==> config.mk <==
export PLATFORM = sky130hd
export DESIGN_NAME = info_frame_checker_core_flat
export DESIGN_NICKNAME = d
export VERILOG_FILES = /design/src/ifc_pkg.sv /design/src/ifc_chan_if.sv /design/src/info_frame_checker_core.sv /design/src/ifc_in_stage.sv /design/src/ifc_frame_step.sv /design/src/ifc_out_stage.sv /design/src/flat_wrapper.sv
export SDC_FILE = /design/constraint.sdc
export NUM_CORES = 1
export LEC_CHECK = 0
export BUFFER_PORTS_ARGS = -buffer_cell sky130_fd_sc_hd__buf_2
export CORE_UTILIZATION = 50
export CTS_BUF_LIST = sky130_fd_sc_hd__clkbuf_4 sky130_fd_sc_hd__clkbuf_8
export DETAILED_ROUTE_END_ITERATION = 8
export GPL_TIMING_DRIVEN = 0
export MAX_ROUTING_LAYER = met4
export PLACE_DENSITY = 0.67
export RECOVER_POWER = 100
export SYNTH_ARGS = -nofsm -noshare
export SYNTH_HDL_FRONTEND = slang
export SYNTH_HIERARCHICAL = 1
export SYNTH_SLANG_ARGS = --single-unit
==> constraint.sdc <==
create_clock -name clk -period 6.9 [get_ports clk]
set_clock_uncertainty 0.05 [all_clocks]
set_input_delay 0.69 -clock clk [delete_from_list [all_inputs] [get_ports clk]]
set_output_delay 0.69 -clock clk [all_outputs]
set_load 0.01 [all_outputs]
==> src/ifc_pkg.sv <==
// Shared types and constants for the information frame checker.
`timescale 1ns / 1ps

package ifc_pkg;

    localparam logic [7:0] SC_END   = 8'hff;
    localparam logic [7:0] FRAME_ID = 8'hd5;
    localparam logic [7:0] LEN_MIN  = 8'd2;
    localparam logic [7:0] LEN_MAX  = 8'd254;

    localparam logic [2:0] ST_OK    = 3'd0;
    localparam logic [2:0] ST_START = 3'd1;
    localparam logic [2:0] ST_LCHK  = 3'd2;
    localparam logic [2:0] ST_RANGE = 3'd3;
    localparam logic [2:0] ST_ID    = 3'd4;
    localparam logic [2:0] ST_DCHK  = 3'd5;
    localparam logic [2:0] ST_REPLY = 3'd6;

    typedef struct packed {
        logic [7:0] rx_byte;
        logic       start_req;
        logic [7:0] cmd_code;
    } in_item_t;

    typedef struct packed {
        logic [7:0] data_byte;
        logic       data_valid;
        logic       frame_end;
        logic [2:0] status;
    } out_item_t;

    typedef struct packed {
        logic      valid;
        out_item_t item;
    } step_res_t;

endpackage

==> src/ifc_chan_if.sv <==
// Valid/ready channel carrying one item per handshake.
`timescale 1ns / 1ps

interface ifc_chan_if #(parameter type payload_t = logic [7:0]);
    logic     valid;
    logic     ready;
    payload_t payload;

    modport source (output valid, output payload, input ready);
    modport sink (input valid, input payload, output ready);
endinterface

==> src/info_frame_checker_core.sv <==
// Top level of the information frame checker.
//
//  channel   dir   payload
//  rx_chan   in    rx_byte, start_req, cmd_code
//  res_chan  out   data_byte, data_valid, frame_end, status
//
// One byte per cycle while the result channel is ready; each item passes
// the input register and check logic; results enter the result register.
// Reset clears the parse position to idle and all frame state to zero.
// A stalled result register holds the check stage; the input register
// then takes a new item only while it is empty.
`timescale 1ns / 1ps

module info_frame_checker_core
    import ifc_pkg::*;
(
    input  logic       clk,
    input  logic       rst_n,
    ifc_chan_if.sink   rx_chan,
    ifc_chan_if.source res_chan
);

    logic      item_valid;
    in_item_t  item;
    logic      take;
    logic      out_free;
    step_res_t res;

    ifc_in_stage u_in_stage (
        .clk        (clk),
        .rst_n      (rst_n),
        .rx_chan    (rx_chan),
        .drain      (take),
        .item_valid (item_valid),
        .item       (item)
    );

    ifc_frame_step u_frame_step (
        .clk        (clk),
        .rst_n      (rst_n),
        .item_valid (item_valid),
        .item       (item),
        .out_free   (out_free),
        .take       (take),
        .res        (res)
    );

    ifc_out_stage u_out_stage (
        .clk      (clk),
        .rst_n    (rst_n),
        .take     (take),
        .res      (res),
        .out_free (out_free),
        .res_chan (res_chan)
    );

endmodule

==> src/ifc_in_stage.sv <==
// Input register for received bytes.
`timescale 1ns / 1ps

module ifc_in_stage
    import ifc_pkg::*;
(
    input  logic     clk,
    input  logic     rst_n,
    ifc_chan_if.sink rx_chan,
    input  logic     drain,
    output logic     item_valid,
    output in_item_t item
);

    logic     valid_reg;
    logic     valid_next;
    in_item_t item_reg;

    assign rx_chan.ready = !valid_reg || drain;
    assign valid_next    = rx_chan.valid || (valid_reg && !drain);

    always_ff @(posedge clk or negedge rst_n)
    begin
        if (!rst_n)
        begin
            valid_reg <= 1'b0;
        end
        else if (rx_chan.ready)
        begin
            valid_reg <= valid_next;
        end
    end

    always_ff @(posedge clk)
    begin
        if (rx_chan.ready && rx_chan.valid)
        begin
            item_reg <= rx_chan.payload;
        end
    end

    assign item_valid = valid_reg;
    assign item       = item_reg;

endmodule

==> src/ifc_frame_step.sv <==
// Frame parsing state and per-item check logic.
`timescale 1ns / 1ps

module ifc_frame_step
    import ifc_pkg::*;
(
    input  logic      clk,
    input  logic      rst_n,
    input  logic      item_valid,
    input  in_item_t  item,
    input  logic      out_free,
    output logic      take,
    output step_res_t res
);

    localparam logic [8:0] POS_IDLE = 9'd0;
    localparam logic [8:0] POS_SC0  = 9'd1;
    localparam logic [8:0] POS_SC1  = 9'd2;
    localparam logic [8:0] POS_SC2  = 9'd3;
    localparam logic [8:0] POS_LEN  = 9'd4;
    localparam logic [8:0] POS_LCS  = 9'd5;
    localparam logic [8:0] POS_TFI  = 9'd6;
    localparam logic [8:0] POS_DATA = 9'd7;

    logic [8:0] pos_reg;
    logic [8:0] pos_next;
    logic [7:0] len_reg;
    logic [7:0] len_next;
    logic [7:0] sum_reg;
    logic [7:0] sum_next;
    logic [7:0] exp_reg;
    logic [7:0] exp_next;
    logic       mism_reg;
    logic       mism_next;

    logic [7:0] b;
    logic [7:0] len_chk;
    logic [7:0] sum_chk;
    logic [8:0] data_end;
    logic       close;
    logic [2:0] close_code;

    assign take     = item_valid && out_free;
    assign b        = item.rx_byte;
    assign len_chk  = len_reg + b;
    assign sum_chk  = sum_reg + b;
    assign data_end = {1'b0, len_reg} + 9'd6;

    always_comb
    begin
        pos_next   = pos_reg;
        len_next   = len_reg;
        sum_next   = sum_reg;
        exp_next   = exp_reg;
        mism_next  = mism_reg;
        close      = 1'b0;
        close_code = ST_OK;
        res        = '0;

        if (item.start_req)
        begin
            exp_next  = item.cmd_code + 8'd1;
            sum_next  = 8'd0;
            mism_next = 1'b0;
            len_next  = 8'd0;
            pos_next  = POS_SC0;
        end
        else
        begin
            case (pos_reg)
                POS_IDLE:
                begin
                    pos_next = POS_IDLE;
                end
                POS_SC0, POS_SC1:
                begin
                    if (b != 8'd0)
                    begin
                        close      = 1'b1;
                        close_code = ST_START;
                    end
                    else
                    begin
                        pos_next = pos_reg + 9'd1;
                    end
                end
                POS_SC2:
                begin
                    if (b != SC_END)
                    begin
                        close      = 1'b1;
                        close_code = ST_START;
                    end
                    else
                    begin
                        pos_next = POS_LEN;
                    end
                end
                POS_LEN:
                begin
                    len_next = b;
                    pos_next = POS_LCS;
                end
                POS_LCS:
                begin
                    if (len_chk != 8'd0)
                    begin
                        close      = 1'b1;
                        close_code = ST_LCHK;
                    end
                    else if (!(len_reg inside {[LEN_MIN:LEN_MAX]}))
                    begin
                        close      = 1'b1;
                        close_code = ST_RANGE;
                    end
                    else
                    begin
                        pos_next = POS_TFI;
                    end
                end
                POS_TFI:
                begin
                    if (b != FRAME_ID)
                    begin
                        close      = 1'b1;
                        close_code = ST_ID;
                    end
                    else
                    begin
                        sum_next = b;
                        pos_next = POS_DATA;
                    end
                end
                default:
                begin
                    if (pos_reg < data_end)
                    begin
                        if (pos_reg == POS_DATA && b != exp_reg)
                        begin
                            mism_next = 1'b1;
                        end
                        sum_next                 = sum_chk;
                        pos_next                 = pos_reg + 9'd1;
                        res.valid                = 1'b1;
                        res.item.data_byte       = b;
                        res.item.data_valid      = 1'b1;
                    end
                    else
                    begin
                        close = 1'b1;
                        if (sum_chk != 8'd0)
                        begin
                            close_code = ST_DCHK;
                        end
                        else if (mism_reg)
                        begin
                            close_code = ST_REPLY;
                        end
                        else
                        begin
                            close_code = ST_OK;
                        end
                    end
                end
            endcase
        end

        if (close)
        begin
            pos_next           = POS_IDLE;
            res.valid          = 1'b1;
            res.item.frame_end = 1'b1;
            res.item.status    = close_code;
        end
    end

    always_ff @(posedge clk or negedge rst_n)
    begin
        if (!rst_n)
        begin
            pos_reg  <= POS_IDLE;
            len_reg  <= 8'd0;
            sum_reg  <= 8'd0;
            exp_reg  <= 8'd0;
            mism_reg <= 1'b0;
        end
        else if (take)
        begin
            pos_reg  <= pos_next;
            len_reg  <= len_next;
            sum_reg  <= sum_next;
            exp_reg  <= exp_next;
            mism_reg <= mism_next;
        end
    end

`ifndef SYNTHESIS
    a_pos_bound: assert property (@(posedge clk) disable iff (!rst_n)
        pos_reg <= 9'd260)
        else $error("position beyond last check byte");

    a_close_idle: assert property (@(posedge clk) disable iff (!rst_n)
        take && res.valid && res.item.frame_end |=> pos_reg == POS_IDLE)
        else $error("closing result did not return to idle");

    a_one_kind: assert property (@(posedge clk) disable iff (!rst_n)
        res.valid |-> (res.item.data_valid ^ res.item.frame_end))
        else $error("result is neither payload nor close, or both");

    a_start_pos: assert property (@(posedge clk) disable iff (!rst_n)
        take && item.start_req |=> pos_reg == POS_SC0)
        else $error("start did not reset position");
`endif

endmodule

==> src/ifc_out_stage.sv <==
// Result register driving the output channel.
`timescale 1ns / 1ps

module ifc_out_stage
    import ifc_pkg::*;
(
    input  logic       clk,
    input  logic       rst_n,
    input  logic       take,
    input  step_res_t  res,
    output logic       out_free,
    ifc_chan_if.source res_chan
);

    logic      valid_reg;
    logic      valid_next;
    logic      load;
    out_item_t item_reg;

    assign load       = take && res.valid;
    assign out_free   = !valid_reg || res_chan.ready;
    assign valid_next = load || (valid_reg && !res_chan.ready);

    always_ff @(posedge clk or negedge rst_n)
    begin
        if (!rst_n)
        begin
            valid_reg <= 1'b0;
        end
        else
        begin
            valid_reg <= valid_next;
        end
    end

    always_ff @(posedge clk)
    begin
        if (load)
        begin
            item_reg <= res.item;
        end
    end

    assign res_chan.valid   = valid_reg;
    assign res_chan.payload = item_reg;

endmodule
==> src/flat_wrapper.sv <==
// flat-port wrapper written by rule: the top's interface ports become plain ports
module info_frame_checker_core_flat import ifc_pkg::*;
  (clk, rst_n, rx_chan_valid, rx_chan_payload, rx_chan_ready, res_chan_valid, res_chan_payload, res_chan_ready);
  ifc_chan_if rx_chan_i ();
  ifc_chan_if res_chan_i ();
  input  logic clk;
  input  logic rst_n;
  input wire logic [$bits(rx_chan_i.valid)-1:0] rx_chan_valid;
  input wire logic [$bits(rx_chan_i.payload)-1:0] rx_chan_payload;
  output wire logic [$bits(rx_chan_i.ready)-1:0] rx_chan_ready;
  output wire logic [$bits(res_chan_i.valid)-1:0] res_chan_valid;
  output wire logic [$bits(res_chan_i.payload)-1:0] res_chan_payload;
  input wire logic [$bits(res_chan_i.ready)-1:0] res_chan_ready;
  assign rx_chan_i.valid = rx_chan_valid;
  assign rx_chan_i.payload = rx_chan_payload;
  assign rx_chan_ready = rx_chan_i.ready;
  assign res_chan_valid = res_chan_i.valid;
  assign res_chan_payload = res_chan_i.payload;
  assign res_chan_i.ready = res_chan_ready;
  info_frame_checker_core u_core (.clk(clk), .rst_n(rst_n), .rx_chan(rx_chan_i), .res_chan(res_chan_i));
endmodule
==> run_results.csv <==
group,metric,value,unit
global_route,gr-usage-all-layers,23.9,%
pwr,power.density,350,nW/um^2
clock_tree,clk_path_buf_depth,2,
detailed_routing,antenna_left,0,
place,place_congestion,0.882,
layout,seq_area,1380,sq um
clock_tree,clk_pin_slew,100,ps
layout,multi_input_area,2150,sq um
layout,final_cell_mix,"38 x nand2_1, 36 x dfrtp_1, 29 x ha_1",
clock_tree,ctsResizeCount,0,
pwr,pwr-share-seq,35.1,%
global_route,grt_max_degree,37,
layout,final_common_cell,"nand2_1",
worst_setup_path,crit_type,"register to register",
layout,n_antenna_cell,0,
clock_tree,cts_setup_buffers,0,
pwr,clockPowerShare,13.1,%
global_route,gr-usage-met3,3.08,%
detailed_routing,num_vias,3062,
sta,worst_pin_slew,2040,ps
clock_tree,clk_latency,310,ps
sta,setup_violations,0,
pwr,leakagePower,0.00174,uW
global_route,met1_usage,30.9,%
layout,largest_reg_flops,9,
global_route,grt-ovfl-total,0,
sta,fin_crit_sh,56.1,%
pwr,power.internal,793,uW
worst_setup_path,worstPathMaxFanout,10,
synth,synth_cells,396,
pwr,comb_power_share,51.8,%
global_route,antenna_found_initial,0,
floorplan,core_region_area,7250,sq um
detailed_routing,drt_first_pass_iters,5,
floorplan,die_w,88.6,um
pwr,swShare,43.8,%
pwr,peakVddDrop,0.150,mV
clock_tree,cts_root_buf,"clkbuf_8",
place,dpl.cell_count,524,
detailed_routing,drc,0,
place,port_buffers,21,
synth,syn_area,3750,sq um
status,run_status,"complete, but fails checks",
layout,fillers,687,
detailed_routing,first_iter_violations,218,
layout,area_growth_syn_to_layout,7.37,%
floorplan,pin_count,22,
detailed_routing,viasPerCell,5.76,
global_route,grt_pass1_vias,2855,
layout,layout-drive-gt1-share,9.47,%
sta,max-slew-margin-rel,-36.3,%
sta,hold_violations,0,
floorplan,rows,31,
floorplan,die_area,7860,sq um
clock_tree,cts.sink_count,52,
sta,fmax,258,MHz
floorplan,start_util,51.7,%
worst_setup_path,end_kind,"register",
global_route,grt_pass1_wl,13.9,mm
place,dp_hpwl,6.33,mm
worst_setup_path,required,7080,ps
layout,stdcell_count,532,
job,drv_cap,1,
floorplan,die_h,88.6,um
clock_tree,numCtsBuffers,5,
worst_setup_path,cp_data_arrival_time,4060,ps
detailed_routing,routed_wl,8.47,mm
synth,avgSynthCellArea,9.48,sq um
clock_tree,tritoncts,"done",
worst_setup_path,worst_setup_path_start_kind,"register",
layout,final_core_util,55.5,%
layout,nets,475,
status,violations,"max-capacitance violations, max-slew violations",
clock_tree,cts_max_level,2,
global_route,grt.busiest_layer,"met2",
synth,yosys_warnings,6,
sta,drv_slew,37,
global_route,grt.met2_usage,39.3,%
sta,layout_min_cycle_time,3870,ps
hold_path,hold_class,"register to register",
clock_tree,postCtsHoldBufs,0,
detailed_routing,avgRoutedWirePerCell,15.9,um
pwr,p_switching,618,uW
sta,setup_tns,0,ps
sta,grt_setup_unrepaired,"no",
[metal layers]
metal	share of wire, %	wire (um)
met1	46	3910
met2	48	4090
met3	3.8	324
met4	1.7	144
met5	0	0
[power by group through the flow]
stage	registers (uW)	clock network [uW]	logic [uW]
2_1_floorplan	489	0	598
3_3_place_gp	499	0	741
3_5_place_dp	502	0	753
4_1_cts	496	192	756
5_1_grt	508	203	831
6_report	496	185	731
[critical path, cell delays in order (launching register included)]
cell       delay (ps)
dfrtp_1           560
inv_1             110
ha_1              240
nor2_1            170
nand3_1           110
xor2_1            160
ha_1              290
nand3_1           120
o221ai_1          140
a221oi_1          600
nand2b_1          250
a21oi_1           310
clkbuf_1          370
o2111ai_1         190
o211ai_1          130
[per-stage QoR]
step,power (uW),worst slack (ps),area (sq um),hold slack [ps]
after floorplan,1090,3730,3780,344
after global placement,1240,3190,4010,430
after detailed placement,1250,3220,4010,431
after CTS,1440,3200,4110,456
after global routing,1540,2640,4030,473
final,1410,3030,4030,453
[worst paths after layout]
| path | from | endpoint | slack [ps] | depth (start not counted) |
|---|---|---|---|---|
| max | u_core/u_frame_step/len_reg[1]$_DFFE_PN0P_ | u_core/u_frame_step/pos_reg[7]$_DFFE_PN0P_ | 3030 | 14 |
| min | u_core/u_frame_step/sum_reg[5]$_DFFE_PN0P_ | u_core/u_frame_step/sum_reg[5]$_DFFE_PN0P_ | 450 | 1 |
| min reg2reg | u_core/u_frame_step/sum_reg[5]$_DFFE_PN0P_ | u_core/u_frame_step/sum_reg[5]$_DFFE_PN0P_ | 450 | 1 |
| max in group asynchronous | rst_n | u_core/u_frame_step/sum_reg[2]$_DFFE_PN0P_ | 4740 | 1 |
| max reg2reg | u_core/u_frame_step/len_reg[1]$_DFFE_PN0P_ | u_core/u_frame_step/pos_reg[7]$_DFFE_PN0P_ | 3030 | 14 |
| min in group asynchronous | rst_n | u_core/u_frame_step/len_reg[4]$_DFFE_PN0P_ | 900 | 1 |
[area by class of cell]
| cell class | count | share of cell area [%] |
|---|---|---|
| plain buffers | 22 | 3.20 |
| clock buffers | 5 | 1.71 |
| clock inverters | 3 | 0.621 |
| inverters | 15 | 1.40 |
| multi-input cells | 315 | 53.4 |
| flip-flops and latches | 52 | 34.3 |
| well taps | 99 | 3.07 |
| repair buffers | 21 | 2.27 |
Note: power is estimated with default switching activity, not from simulation.
